File: src/hw/rtl/pgf_pkg.sv
// Package for the pairwise gravity force unit.
// Widths, register codes and the transaction and cell payload types.
// No dependencies.
`default_nettype none

package pgf_pkg;

    localparam int AXES      = 3;
    localparam int SQ_CELLS  = 49;
    localparam int DIV_CELLS = 48;

    localparam int POS_W  = 32;
    localparam int MASS_W = 32;
    localparam int G_W    = 16;
    localparam int GM_W   = 48;
    localparam int MAG_W  = 33;
    localparam int S_W    = 66;
    localparam int V_W    = 98;
    localparam int RF_W   = 49;
    localparam int SQR_W  = 52;
    localparam int P_W    = 80;
    localparam int NP_W   = 113;
    localparam int DEN_W  = 115;
    localparam int Q_W    = 48;
    localparam int F_W    = 48;

    localparam logic [MASS_W-1:0] OWN_MASS_RST = 32'd54525463;
    localparam logic [G_W-1:0]    GRAVITY_RST  = 16'd43739;

    localparam logic [F_W-1:0] F_MAX = {1'b0, {(F_W-1){1'b1}}};
    localparam logic [F_W-1:0] F_MIN = {1'b1, {(F_W-1){1'b0}}};

    typedef enum logic [1:0] {
        REG_OWN_MASS = 2'd0,
        REG_GRAVITY  = 2'd1
    } t_reg_idx;

    typedef struct packed {
        logic signed [POS_W-1:0] own_x;
        logic signed [POS_W-1:0] own_y;
        logic signed [POS_W-1:0] own_z;
        logic signed [POS_W-1:0] other_x;
        logic signed [POS_W-1:0] other_y;
        logic signed [POS_W-1:0] other_z;
        logic [MASS_W-1:0]       other_mass;
        logic                    last_body;
    } t_in_item;

    typedef struct packed {
        logic signed [F_W-1:0] force_x;
        logic signed [F_W-1:0] force_y;
        logic signed [F_W-1:0] force_z;
        logic                  coincident;
        logic                  saturated;
        logic                  last_force;
    } t_out_item;

    typedef struct packed {
        logic                       valid;
        logic [V_W-1:0]             v;
        logic [RF_W-1:0]            root;
        logic [SQR_W-1:0]           rem;
        logic [S_W-1:0]             s;
        logic [AXES-1:0][NP_W-1:0]  nump;
        logic [AXES-1:0]            neg;
        logic                       last;
        logic                       coin;
    } t_sq;

    typedef struct packed {
        logic                       valid;
        logic [DEN_W-1:0]           den;
        logic [AXES-1:0][DEN_W-1:0] rem;
        logic [AXES-1:0][Q_W-1:0]   nlo;
        logic [AXES-1:0][Q_W-1:0]   q;
        logic [AXES-1:0]            big;
        logic [AXES-1:0]            neg;
        logic                       last;
        logic                       coin;
    } t_div;

endpackage

`default_nettype wire

File: src/hw/rtl/pgf_div_cell.sv
// One cell of the divider chain: one quotient bit per axis per cycle.
// Depends on pgf_pkg.
`default_nettype none

module pgf_div_cell (
    input  wire             i_clk,
    input  wire             i_rst_n,
    input  pgf_pkg::t_div   i_d,
    output pgf_pkg::t_div   o_d
);

    pgf_pkg::t_div r_d;
    pgf_pkg::t_div n_d;

    logic [pgf_pkg::AXES-1:0][pgf_pkg::DEN_W:0] sh;

    always_comb begin
        n_d = i_d;
        for (int k = 0; k < pgf_pkg::AXES; k++) begin
            sh[k]      = {i_d.rem[k], i_d.nlo[k][pgf_pkg::Q_W-1]};
            n_d.nlo[k] = {i_d.nlo[k][pgf_pkg::Q_W-2:0], 1'b0};
            if (sh[k] >= {1'b0, i_d.den}) begin
                n_d.rem[k] = pgf_pkg::DEN_W'(sh[k] - {1'b0, i_d.den});
                n_d.q[k]   = {i_d.q[k][pgf_pkg::Q_W-2:0], 1'b1};
            end else begin
                n_d.rem[k] = pgf_pkg::DEN_W'(sh[k]);
                n_d.q[k]   = {i_d.q[k][pgf_pkg::Q_W-2:0], 1'b0};
            end
        end
    end

    always_ff @(posedge i_clk) begin
        if (!i_rst_n) begin
            r_d <= '0;
        end else begin
            r_d <= n_d;
        end
    end

    assign o_d = r_d;

endmodule

`default_nettype wire

File: config.mk
export PLATFORM = sky130hd
export DESIGN_NAME = pgf_div_cell
export DESIGN_NICKNAME = d
export VERILOG_FILES = /design/src/hw/rtl/pgf_pkg.sv /design/src/hw/rtl/pgf_div_cell.sv
export SDC_FILE = /design/constraint.sdc
export NUM_CORES = 2
export LEC_CHECK = 0
export BUFFER_PORTS_ARGS = -buffer_cell sky130_fd_sc_hd__buf_2
export CORE_AREA = 4 4 584 586
export DETAILED_ROUTE_END_ITERATION = 8
export DIE_AREA = 0 0 588 590
export HOLD_SLACK_MARGIN = 0.05
export PLACE_DENSITY_LB_ADDON = 0.12
export SETUP_SLACK_MARGIN = 0.5
export SLEW_MARGIN = 20
export SYNTH_ARGS = -nofsm -noshare
export SYNTH_HDL_FRONTEND = slang
export SYNTH_SLANG_ARGS = --single-unit
File: constraint.sdc
create_clock -name i_clk -period 4.3 [get_ports i_clk]
set_clock_uncertainty 0.15 [all_clocks]
set_input_delay 0.215 -clock i_clk [delete_from_list [all_inputs] [get_ports i_clk]]
set_output_delay 0.215 -clock i_clk [all_outputs]
set_load 0.02 [all_outputs]
==> metrics.txt <==
status=complete, but fails checks; violated checks=negative hold slack; main combinational cell family by area after synthesis=compound AO/OA/AOI/OAI gates; slew at the pin with the worst max-slew slack=roughly 1.1 ns; Critical path destination=o_d[639]; Synth Area in Adders=just under 10%; Slew Limit Headroom=between 20% and 30%; busiest layer in global routing=met2; post-synthesis sequential element count=between 700 and 800; number of flip-flops in the largest register=~750; fmax=approximately 260 MHz; TritonCTS Buffers=around 110; top post-synthesis cells by area=dfxtp_1 34%, ha_1 9.7%, a21oi_1 7.1%; vias post-DR=57994; DR DRC count=0; crit path DAT=4.48 ns; boundary pin count=1516; top cell type's share of synthesized area=between 30% and 40%; Hold Crit Class=in2reg; DRT antenna net count=0; fin cells=roughly 14000; Critical Path Source=i_d[726]; Max Slew Vio Count=0; wirelength, routed=404000 µm; fin util=approximately a quarter; chip height=roughly 600 µm; Post-synth EDFFs=0; largest net degree at the start of global routing=167; fin area=83100 µm²; post-synthesis simple-gate area fraction=between 20% and 30%; Syn Inst Count=5673; Filler Cells Inserted=37566; DRT Pass-1 Iters=5; synthesized area per cell=7.87 µm²; DP Area=~66000 µm²; worst path required time=4.98 ns; Clock Sinks=754; RSZ-0062 raised after global routing=yes; min cycle time layout=about 3.8 ns; most frequent cells after synthesis=754 x dfxtp_1, 687 x nand2_1, 630 x a21oi_1, 532 x nor2_1, 345 x ha_1; leak pwr=a little under 40 nW; PwrDens=~350 nW/µm²; fraction of layout instances using a drive strength above 1=32.1%; clock-pin transition on the worst setup and hold timing paths=about 0.06 ns; die area=approximately 350000 µm²; Port Buffers=1509; placed insts=between 10000 and 15000; Finish-stage setup viols=0; post-DP HPWL=between 300000 and 400000 µm; Global Route met3 Usage=about 4%; unique cell type count in the Yosys netlist=86; routability congestion estimate=a little under 1; Synth-to-Final Area Change=86.2%; compound-cell area share of the yosys netlist=22.6%; count leader, synth=dfxtp_1; # nets final=approximately 10000; Final Hold Fails=73; met2 usage=between 40% and 50%; die width=about 600 µm; CTS tree=built; Mapped Area=44600 µm²; Min Hold Slack=-0.538 ns; vias in the first global route=59772; num rows=213; Max-Cap Viols=0; xor/xnor share of the synthesized area=6.26%; Clock Path Buffers=4; Via density=4.17; Avg WL per Cell=~29 µm; initial antenna violation count=roughly 160; GRT Util Overall=a little over a fifth; register area=~15000 µm²; crit path capture type=flip-flop; final period utilization=about 88%; GRT overflow=0; Startpoint Class=input pin; fraction of registers with async set/reset=0%; total power=28.7 mW; Initial Util=between 10% and 20%; Setup WS post-layout=approximately 0.5 ns; multi-input logic area=28400 µm²; first-pass GRT wire length=approximately 520000 µm; mux share of post-synthesis cell area=between 1.5 and 2%; Fin Setup TNS=0 ns; routing usage on met1=between 20% and 30%; Place WS=-0.986 ns; Placeable Area=between 300000 and 400000 µm²; DRT iter0 DRCs=approximately 3500; Root Driver=clkbuf_16; Synth Flop Type=dfxtp_1; post-synthesis sequential area ratio=between 30% and 40%; critical path class=in2reg; Max VDD drop=~350 µV; Yosys warnings=0; crit-path max FO=9; Yosys top cell by area=dfxtp_1; H-tree levels=3
critical path, cell delays in order:
cell           delay (ns)
buf_2                0.09
inv_1                0.12
dlygate4sd3_1        0.63
buf_4                0.18
ha_1                 0.50
nand4_1              0.25
or3_1                0.49
a21o_1               0.18
o21ai_1              0.49
a211oi_1             0.25
o221ai_1             0.23
a21oi_1              0.07
buf_4                0.18
o21ai_0              0.21
xor2_1               0.20
nand2_1              0.08
a21oi_1              0.13
cell type report:
| type | instances | area share (%) |
|---|---|---|
| repair buffers | 3879 | 35.4 |
| multi-input cells | 4405 | 34.1 |
| flip-flops and latches | 754 | 18.2 |
| well taps | 4407 | 6.63 |
| clock buffers | 155 | 3.86 |
| inverters | 204 | 0.930 |
| clock inverters | 45 | 0.694 |
| diodes | 52 | 0.157 |
metal layers:
metal | routed length (µm) | vias up | part of all wire, %
met5 | 283 | - | 0.070
met1 | 156000 | 27987 | 38
li1 | - | 27335 | -
met3 | 21400 | 590 | 5.3
met2 | 204000 | 2036 | 51
met4 | 22300 | 46 | 5.5
cell usage in the layout (no fill, tap or decap), types with 181 or more instances in the layout:
cell,count
inv_1,201
dfxtp_1,754
buf_2,1507
nand2_1,684
a21o_1,181
buf_4,1087
a21oi_1,607
and2_1,303
ha_1,335
dlygate4sd3_1,1196
nor2_1,525
xnor2_1,185
o21ai_0,249
report_power, final:
part	internal (mW)	switching [mW]	leakage, nW	total (mW)
clock network	5.79	4.03	1.83	9.82
registers	7.65	0.373	6.28	8.02
logic	4.52	6.37	30.8	10.9
cells by family after synthesis:
group / count (synthesis)
flip-flops: 754
AO/OA/AOI/OAI: 1629
buffers and inverters: 517
AND/OR/NAND/NOR: 2030
adder cells (fa/ha/maj): 348
XOR/XNOR: 319
other: 1
multiplexers: 75
how the worst min path moves through the flow:
stage | endpoint | slack, ns | startpoint | cells past startpoint
final | o_d[538] | -0.54 | i_d[537] | 3
after floorplan | o_d[477] | 0.17 | i_d[476] | 2
after CTS | o_d[538] | -0.63 | i_d[537] | 3
after global routing | o_d[538] | -0.60 | i_d[537] | 3
after detailed placement | o_d[120] | 0.27 | i_d[119] | 2
after global placement | o_d[151] | 0.27 | i_d[150] | 2
timing repair:
item                                    4_1_cts  5_1_grt
setup buffers                                 3       28
gates resized for setup                      27      161
pin swaps                                     4       27
hold endpoints to repair                    752      114
endpoints found under the setup margin      238      296
gates cloned                                  0       16
hold buffers                               1149       47
(Power assumes the default switching activity.)
