$ cat config.mk
export PLATFORM = sky130hd
export DESIGN_NAME = pgf_sqrt_cell
export DESIGN_NICKNAME = d
export VERILOG_FILES = /design/src/hw/rtl/pgf_pkg.sv /design/src/hw/rtl/pgf_sqrt_cell.sv
export SDC_FILE = /design/constraint.sdc
export NUM_CORES = 1
export LEC_CHECK = 0
export BUFFER_PORTS_ARGS = -buffer_cell sky130_fd_sc_hd__buf_2
export CORE_AREA = 5 5 479 481
export DETAILED_ROUTE_END_ITERATION = 16
export DIE_AREA = 0 0 484 486
export SLEW_MARGIN = 30
export SYNTH_ARGS = -nofsm -noshare
export SYNTH_HDL_FRONTEND = slang
export SYNTH_SLANG_ARGS = --single-unit
$ cat constraint.sdc
create_clock -name i_clk -period 2.8 [get_ports i_clk]
set_clock_uncertainty 0.1 [all_clocks]
set_input_delay 0.14 -clock i_clk [delete_from_list [all_inputs] [get_ports i_clk]]
set_output_delay 0.14 -clock i_clk [all_outputs]
set_load 0.01 [all_outputs]
$ cat src/hw/rtl/pgf_pkg.sv
// Package for the pairwise gravity force unit.
// Widths, register codes and the transaction and cell payload types.
// No dependencies.
`default_nettype none

package pgf_pkg;

    localparam int AXES      = 3;
    localparam int SQ_CELLS  = 49;
    localparam int DIV_CELLS = 48;

    localparam int POS_W  = 32;
    localparam int MASS_W = 32;
    localparam int G_W    = 16;
    localparam int GM_W   = 48;
    localparam int MAG_W  = 33;
    localparam int S_W    = 66;
    localparam int V_W    = 98;
    localparam int RF_W   = 49;
    localparam int SQR_W  = 52;
    localparam int P_W    = 80;
    localparam int NP_W   = 113;
    localparam int DEN_W  = 115;
    localparam int Q_W    = 48;
    localparam int F_W    = 48;

    localparam logic [MASS_W-1:0] OWN_MASS_RST = 32'd54525463;
    localparam logic [G_W-1:0]    GRAVITY_RST  = 16'd43739;

    localparam logic [F_W-1:0] F_MAX = {1'b0, {(F_W-1){1'b1}}};
    localparam logic [F_W-1:0] F_MIN = {1'b1, {(F_W-1){1'b0}}};

    typedef enum logic [1:0] {
        REG_OWN_MASS = 2'd0,
        REG_GRAVITY  = 2'd1
    } t_reg_idx;

    typedef struct packed {
        logic signed [POS_W-1:0] own_x;
        logic signed [POS_W-1:0] own_y;
        logic signed [POS_W-1:0] own_z;
        logic signed [POS_W-1:0] other_x;
        logic signed [POS_W-1:0] other_y;
        logic signed [POS_W-1:0] other_z;
        logic [MASS_W-1:0]       other_mass;
        logic                    last_body;
    } t_in_item;

    typedef struct packed {
        logic signed [F_W-1:0] force_x;
        logic signed [F_W-1:0] force_y;
        logic signed [F_W-1:0] force_z;
        logic                  coincident;
        logic                  saturated;
        logic                  last_force;
    } t_out_item;

    typedef struct packed {
        logic                       valid;
        logic [V_W-1:0]             v;
        logic [RF_W-1:0]            root;
        logic [SQR_W-1:0]           rem;
        logic [S_W-1:0]             s;
        logic [AXES-1:0][NP_W-1:0]  nump;
        logic [AXES-1:0]            neg;
        logic                       last;
        logic                       coin;
    } t_sq;

    typedef struct packed {
        logic                       valid;
        logic [DEN_W-1:0]           den;
        logic [AXES-1:0][DEN_W-1:0] rem;
        logic [AXES-1:0][Q_W-1:0]   nlo;
        logic [AXES-1:0][Q_W-1:0]   q;
        logic [AXES-1:0]            big;
        logic [AXES-1:0]            neg;
        logic                       last;
        logic                       coin;
    } t_div;

endpackage

`default_nettype wire

$ cat src/hw/rtl/pgf_sqrt_cell.sv
// One cell of the square root chain: resolves one root bit per cycle.
// Depends on pgf_pkg.
`default_nettype none

module pgf_sqrt_cell (
    input  wire             i_clk,
    input  wire             i_rst_n,
    input  pgf_pkg::t_sq    i_d,
    output pgf_pkg::t_sq    o_d
);

    pgf_pkg::t_sq r_d;
    pgf_pkg::t_sq n_d;

    logic [pgf_pkg::SQR_W:0] sh;
    logic [pgf_pkg::SQR_W:0] trial;

    always_comb begin
        n_d   = i_d;
        sh    = {i_d.rem[pgf_pkg::SQR_W-2:0], i_d.v[pgf_pkg::V_W-1 -: 2]};
        trial = (pgf_pkg::SQR_W+1)'({i_d.root, 2'b01});
        n_d.v = {i_d.v[pgf_pkg::V_W-3:0], 2'b00};
        if (sh >= trial) begin
            n_d.rem  = pgf_pkg::SQR_W'(sh - trial);
            n_d.root = {i_d.root[pgf_pkg::RF_W-2:0], 1'b1};
        end else begin
            n_d.rem  = pgf_pkg::SQR_W'(sh);
            n_d.root = {i_d.root[pgf_pkg::RF_W-2:0], 1'b0};
        end
    end

    always_ff @(posedge i_clk) begin
        if (!i_rst_n) begin
            r_d <= '0;
        end else begin
            r_d <= n_d;
        end
    end

    assign o_d = r_d;

endmodule

`default_nettype wire

==> flow_metrics.env <==
export IMPL_synth_warnings=0
export IMPL_crit_path_top_delay_cell="dlygate4sd3_1"
export IMPL_synthSimpleGateAreaFrac_pct=22.13
export IMPL_syn_area_per_cell_sq_um=10.53
export IMPL_finalSetupViolCount=0
export IMPL_critPathKind="in2reg"
export IMPL_power_density_nw_per_um2=629.3
export IMPL_viasPerCell=3.211
export IMPL_multi_input_area_sq_um=7112
export IMPL_setup_ws_ns=0.0009945
export IMPL_die_x_um=484
export IMPL_violations="hold timing"
export IMPL_die_h_um=486
export IMPL_synthCells=1890
export IMPL_ys_seq_area_share_pct=61.16
export IMPL_internal_power_w=0.01880
export IMPL_clkPwrFrac_pct=45.5
export IMPL_dpl_hpwl_um=181000
export IMPL_grt_pass1_wl_um=262900
export IMPL_drt_wl_total_um=210200
export IMPL_fmax_mhz=357.3
export IMPL_synth_ff_type="dfxtp_1"
export IMPL_cts_made_buffers=87
export IMPL_p_seq_share_pct=35.2
export IMPL_cts_root_buf="clkbuf_16"
export IMPL_grt_usage_pct=17.19
export IMPL_gp_congestion=1.003
export IMPL_synthAdderAreaFrac_pct=3.207
export IMPL_synth_top_family_by_area="simple AND/OR/NAND/NOR gates"
export IMPL_synthToLayoutAreaGrowth_pct=112.7
export IMPL_fin_crit_sh_pct=99.96
export IMPL_relSlewSlack_pct=31.72
export IMPL_finalHoldViolCount=5
export IMPL_post_place_ws_ns=-0.5702
export IMPL_power_leakage_nw=19.78
export IMPL_port_buffers=1218
export IMPL_grt_start_max_net_pins=197
export IMPL_dpl_cell_count=6208
export IMPL_num_vias=23218
export IMPL_nets=4765
export IMPL_wl_per_cell_um=29.08
export IMPL_power_frac_comb_pct=19.3
export IMPL_ir_worst_vdd_uv=405.5
export IMPL_grt_pass1_vias=25269
export IMPL_synth_distinct_cells=65
export IMPL_status="finished with violations"
export IMPL_drv_cap=0
export IMPL_largest_register_ffs=608
export IMPL_clkSinkCount=608
export IMPL_worstPathMaxFanout=15
export IMPL_period_minus_slack_ns=2.799
export IMPL_swShare_pct=29.42
export IMPL_worstMarginPinSlew_ns=1.024
export IMPL_synth_compound_area_share_pct=7.715
export IMPL_antenna_found_initial=169
export IMPL_arrival_ns=3.31
export IMPL_hp_class="in2reg"
export IMPL_synthXorXnorAreaFrac_pct=1.892
export IMPL_fillCellCount=25031
export IMPL_clkSlewWorstSetupHoldPaths_ns=0.05
export IMPL_ant_nets=0
export IMPL_cts_path_max_buffers=3
export IMPL_io_pins=1222
export IMPL_dr_pass1_iters=5
export IMPL_path_cells="dlygate4sd3_1, buf_2, ha_1, a21o_1, a21o_1, a21oi_1, o21ai_0, a31oi_1, o31ai_4, a21oi_2, buf_4, nand2_1, a21oi_1"
export IMPL_synth_mux_area_share_pct=0.2075
export IMPL_synth_edff_count=0
export IMPL_coreArea_sq_um=224200
export IMPL_async_flop_share_pct=0
export IMPL_final_cells=7230
export IMPL_crit_required_ns=3.31
export IMPL_die_area_sq_um=235200
export IMPL_rsz0062_at_grt="true"
export IMPL_gr_total_overflow=0
export IMPL_row_count=174
export IMPL_slowest_delay_ns=0.58
export IMPL_ys_ff_latch=608
export IMPL_startpoint_type="primary input"
export IMPL_switchingPower_w=0.007835
export IMPL_h_tree_depth=3
export IMPL_hold_slack_ns=-0.3931
export IMPL_slew_viol_final=0
export IMPL_drt_iter0_drc=824
export IMPL_drive_gt1_share_pct=38.67
export IMPL_start_util_pct=8.875
export IMPL_drc=0
export IMPL_seqCellArea_sq_um=12170
export IMPL_netlist_area_sq_um=19900
export IMPL_min_path_cells=3
export IMPL_worst_setup_path_end_kind="flip-flop"
export IMPL_cts_tree="built"
## cells by family after synthesis
logic type      count (synthesis)
fa+ha+maj                      51
other cells                     1
simple gates                  778
buf+inv                       174
mux                             4
compound gates                231
xor+xnor                       43
flops                         608
## layout make-up
cell class	count	area share, %
repair buffers	2227	37.25
flip-flops and latches	608	28.76
multi-input cells	1110	16.80
well taps	2992	8.845
clock buffers	117	5.841
clock inverters	39	1.484
inverters	68	0.6060
diodes	69	0.4080
## layout by cell type (no fill, tap or decap), drive strengths merged, types with 9 or more instances in the layout
cell type and n:
inv 70, o21ai 30, xor2 19, nor2 71, nand2b 9, bufinv 12
ha 51, dfxtp 608, buf 1438, clkbuf 117, a21o 28, nand2 107
o21bai 11, clkinv 20, nor3 9, a21oi 104, nand4 22, xnor2 24
nand3 21, dlygate4sd3 789, and2 508, diode 69
## final timing paths
kind / endpoint / startpoint / slack, ns
setup / recovery: o_d[424]$_SDFF_PN0_ / i_d[445] / 0.001
hold / removal: o_d[419]$_SDFF_PN0_ / i_d[417] / -0.39
## synth_stat cells (2+ instances only)
cell,instances,share of area [%]
a21o_1,28,1.1
o31ai_1,2,0.075
inv_1,68,1.3
or3_1,3,0.094
clkbuf_1,82,1.5
and2_1,508,16
a32oi_1,2,0.088
and3_1,4,0.13
a21oi_2,3,0.13
a211oi_1,7,0.26
a311oi_1,3,0.13
o21ai_0,30,0.75
nor4_1,4,0.13
buf_4,4,0.15
buf_6,6,0.34
a41o_1,2,0.10
o211ai_2,2,0.13
dfxtp_1,608,61
o2111ai_1,3,0.13
o41ai_1,2,0.088
o21a_1,8,0.30
nand4_1,22,0.69
a21oi_1,99,2.5
nand3_1,21,0.53
a21boi_0,3,0.11
mux2i_1,3,0.15
buf_2,13,0.33
xor2_1,19,0.84
o211a_1,2,0.10
nor3_1,9,0.23
o31ai_4,2,0.21
or4_1,2,0.075
ha_1,51,3.2
nand2_1,107,2.0
xnor2_1,24,1.1
nor2b_1,8,0.25
o21bai_1,10,0.38
nor3b_1,4,0.15
nor2_1,71,1.3
o211ai_1,2,0.075
a31oi_1,7,0.22
nand2b_1,9,0.28
## power by group through the flow
stage / sequential (W) / combinational (W) / clock, W
3_3_place_gp: 0.00956 / 0.00415 / 0
5_1_grt: 0.00942 / 0.00557 / 0.0129
4_1_cts: 0.00939 / 0.00516 / 0.0127
2_1_floorplan: 0.00979 / 0.00112 / 0
6_report: 0.00938 / 0.00514 / 0.0121
3_5_place_dp: 0.00956 / 0.00414 / 0
## critical path: cells and delay by family
kind,cells,cell delay [ns]
compound gates,8,1.79
simple gates,1,0.08
fa+ha+maj,1,0.24
buf+inv,3,1.05
## timing repair
action / 4_1_cts / 5_1_grt
hold buffers: 781 / 8
resized for setup: 0 / 20
setup endpoints to repair: 0 / 51
hold endpoints to repair: 608 / 11
setup buffers: 0 / 7
## layer usage
| layer | GRT usage [%] | up-vias | wire [um] |
|---|---|---|---|
| met5 | 0 | - | 217 |
| met4 | 6.834 | 34 | 9656 |
| met3 | 12.18 | 418 | 32750 |
| met2 | 24.34 | 1280 | 83440 |
| met1 | 19.88 | 10901 | 84160 |
| li1 | - | 10585 | - |
## stage by stage
stage / util [%] / TNS, ns / hold slack [ns] / cell area [sq um] / total power, W
after floorplan: - / 0 / 0.1617 / 19900 / 0.01091
after global placement: 13.82 / -20.99 / 0.2459 / 31000 / 0.01371
after detailed placement: 13.82 / -26.03 / 0.2488 / 31000 / 0.01369
after CTS: 18.69 / 0 / -0.5265 / 41920 / 0.02723
after global routing: 18.86 / -0.3315 / -0.4495 / 42280 / 0.02791
final: 18.87 / 0 / -0.3931 / 42320 / 0.02664
Note: power is estimated with default switching activity, not from simulation.
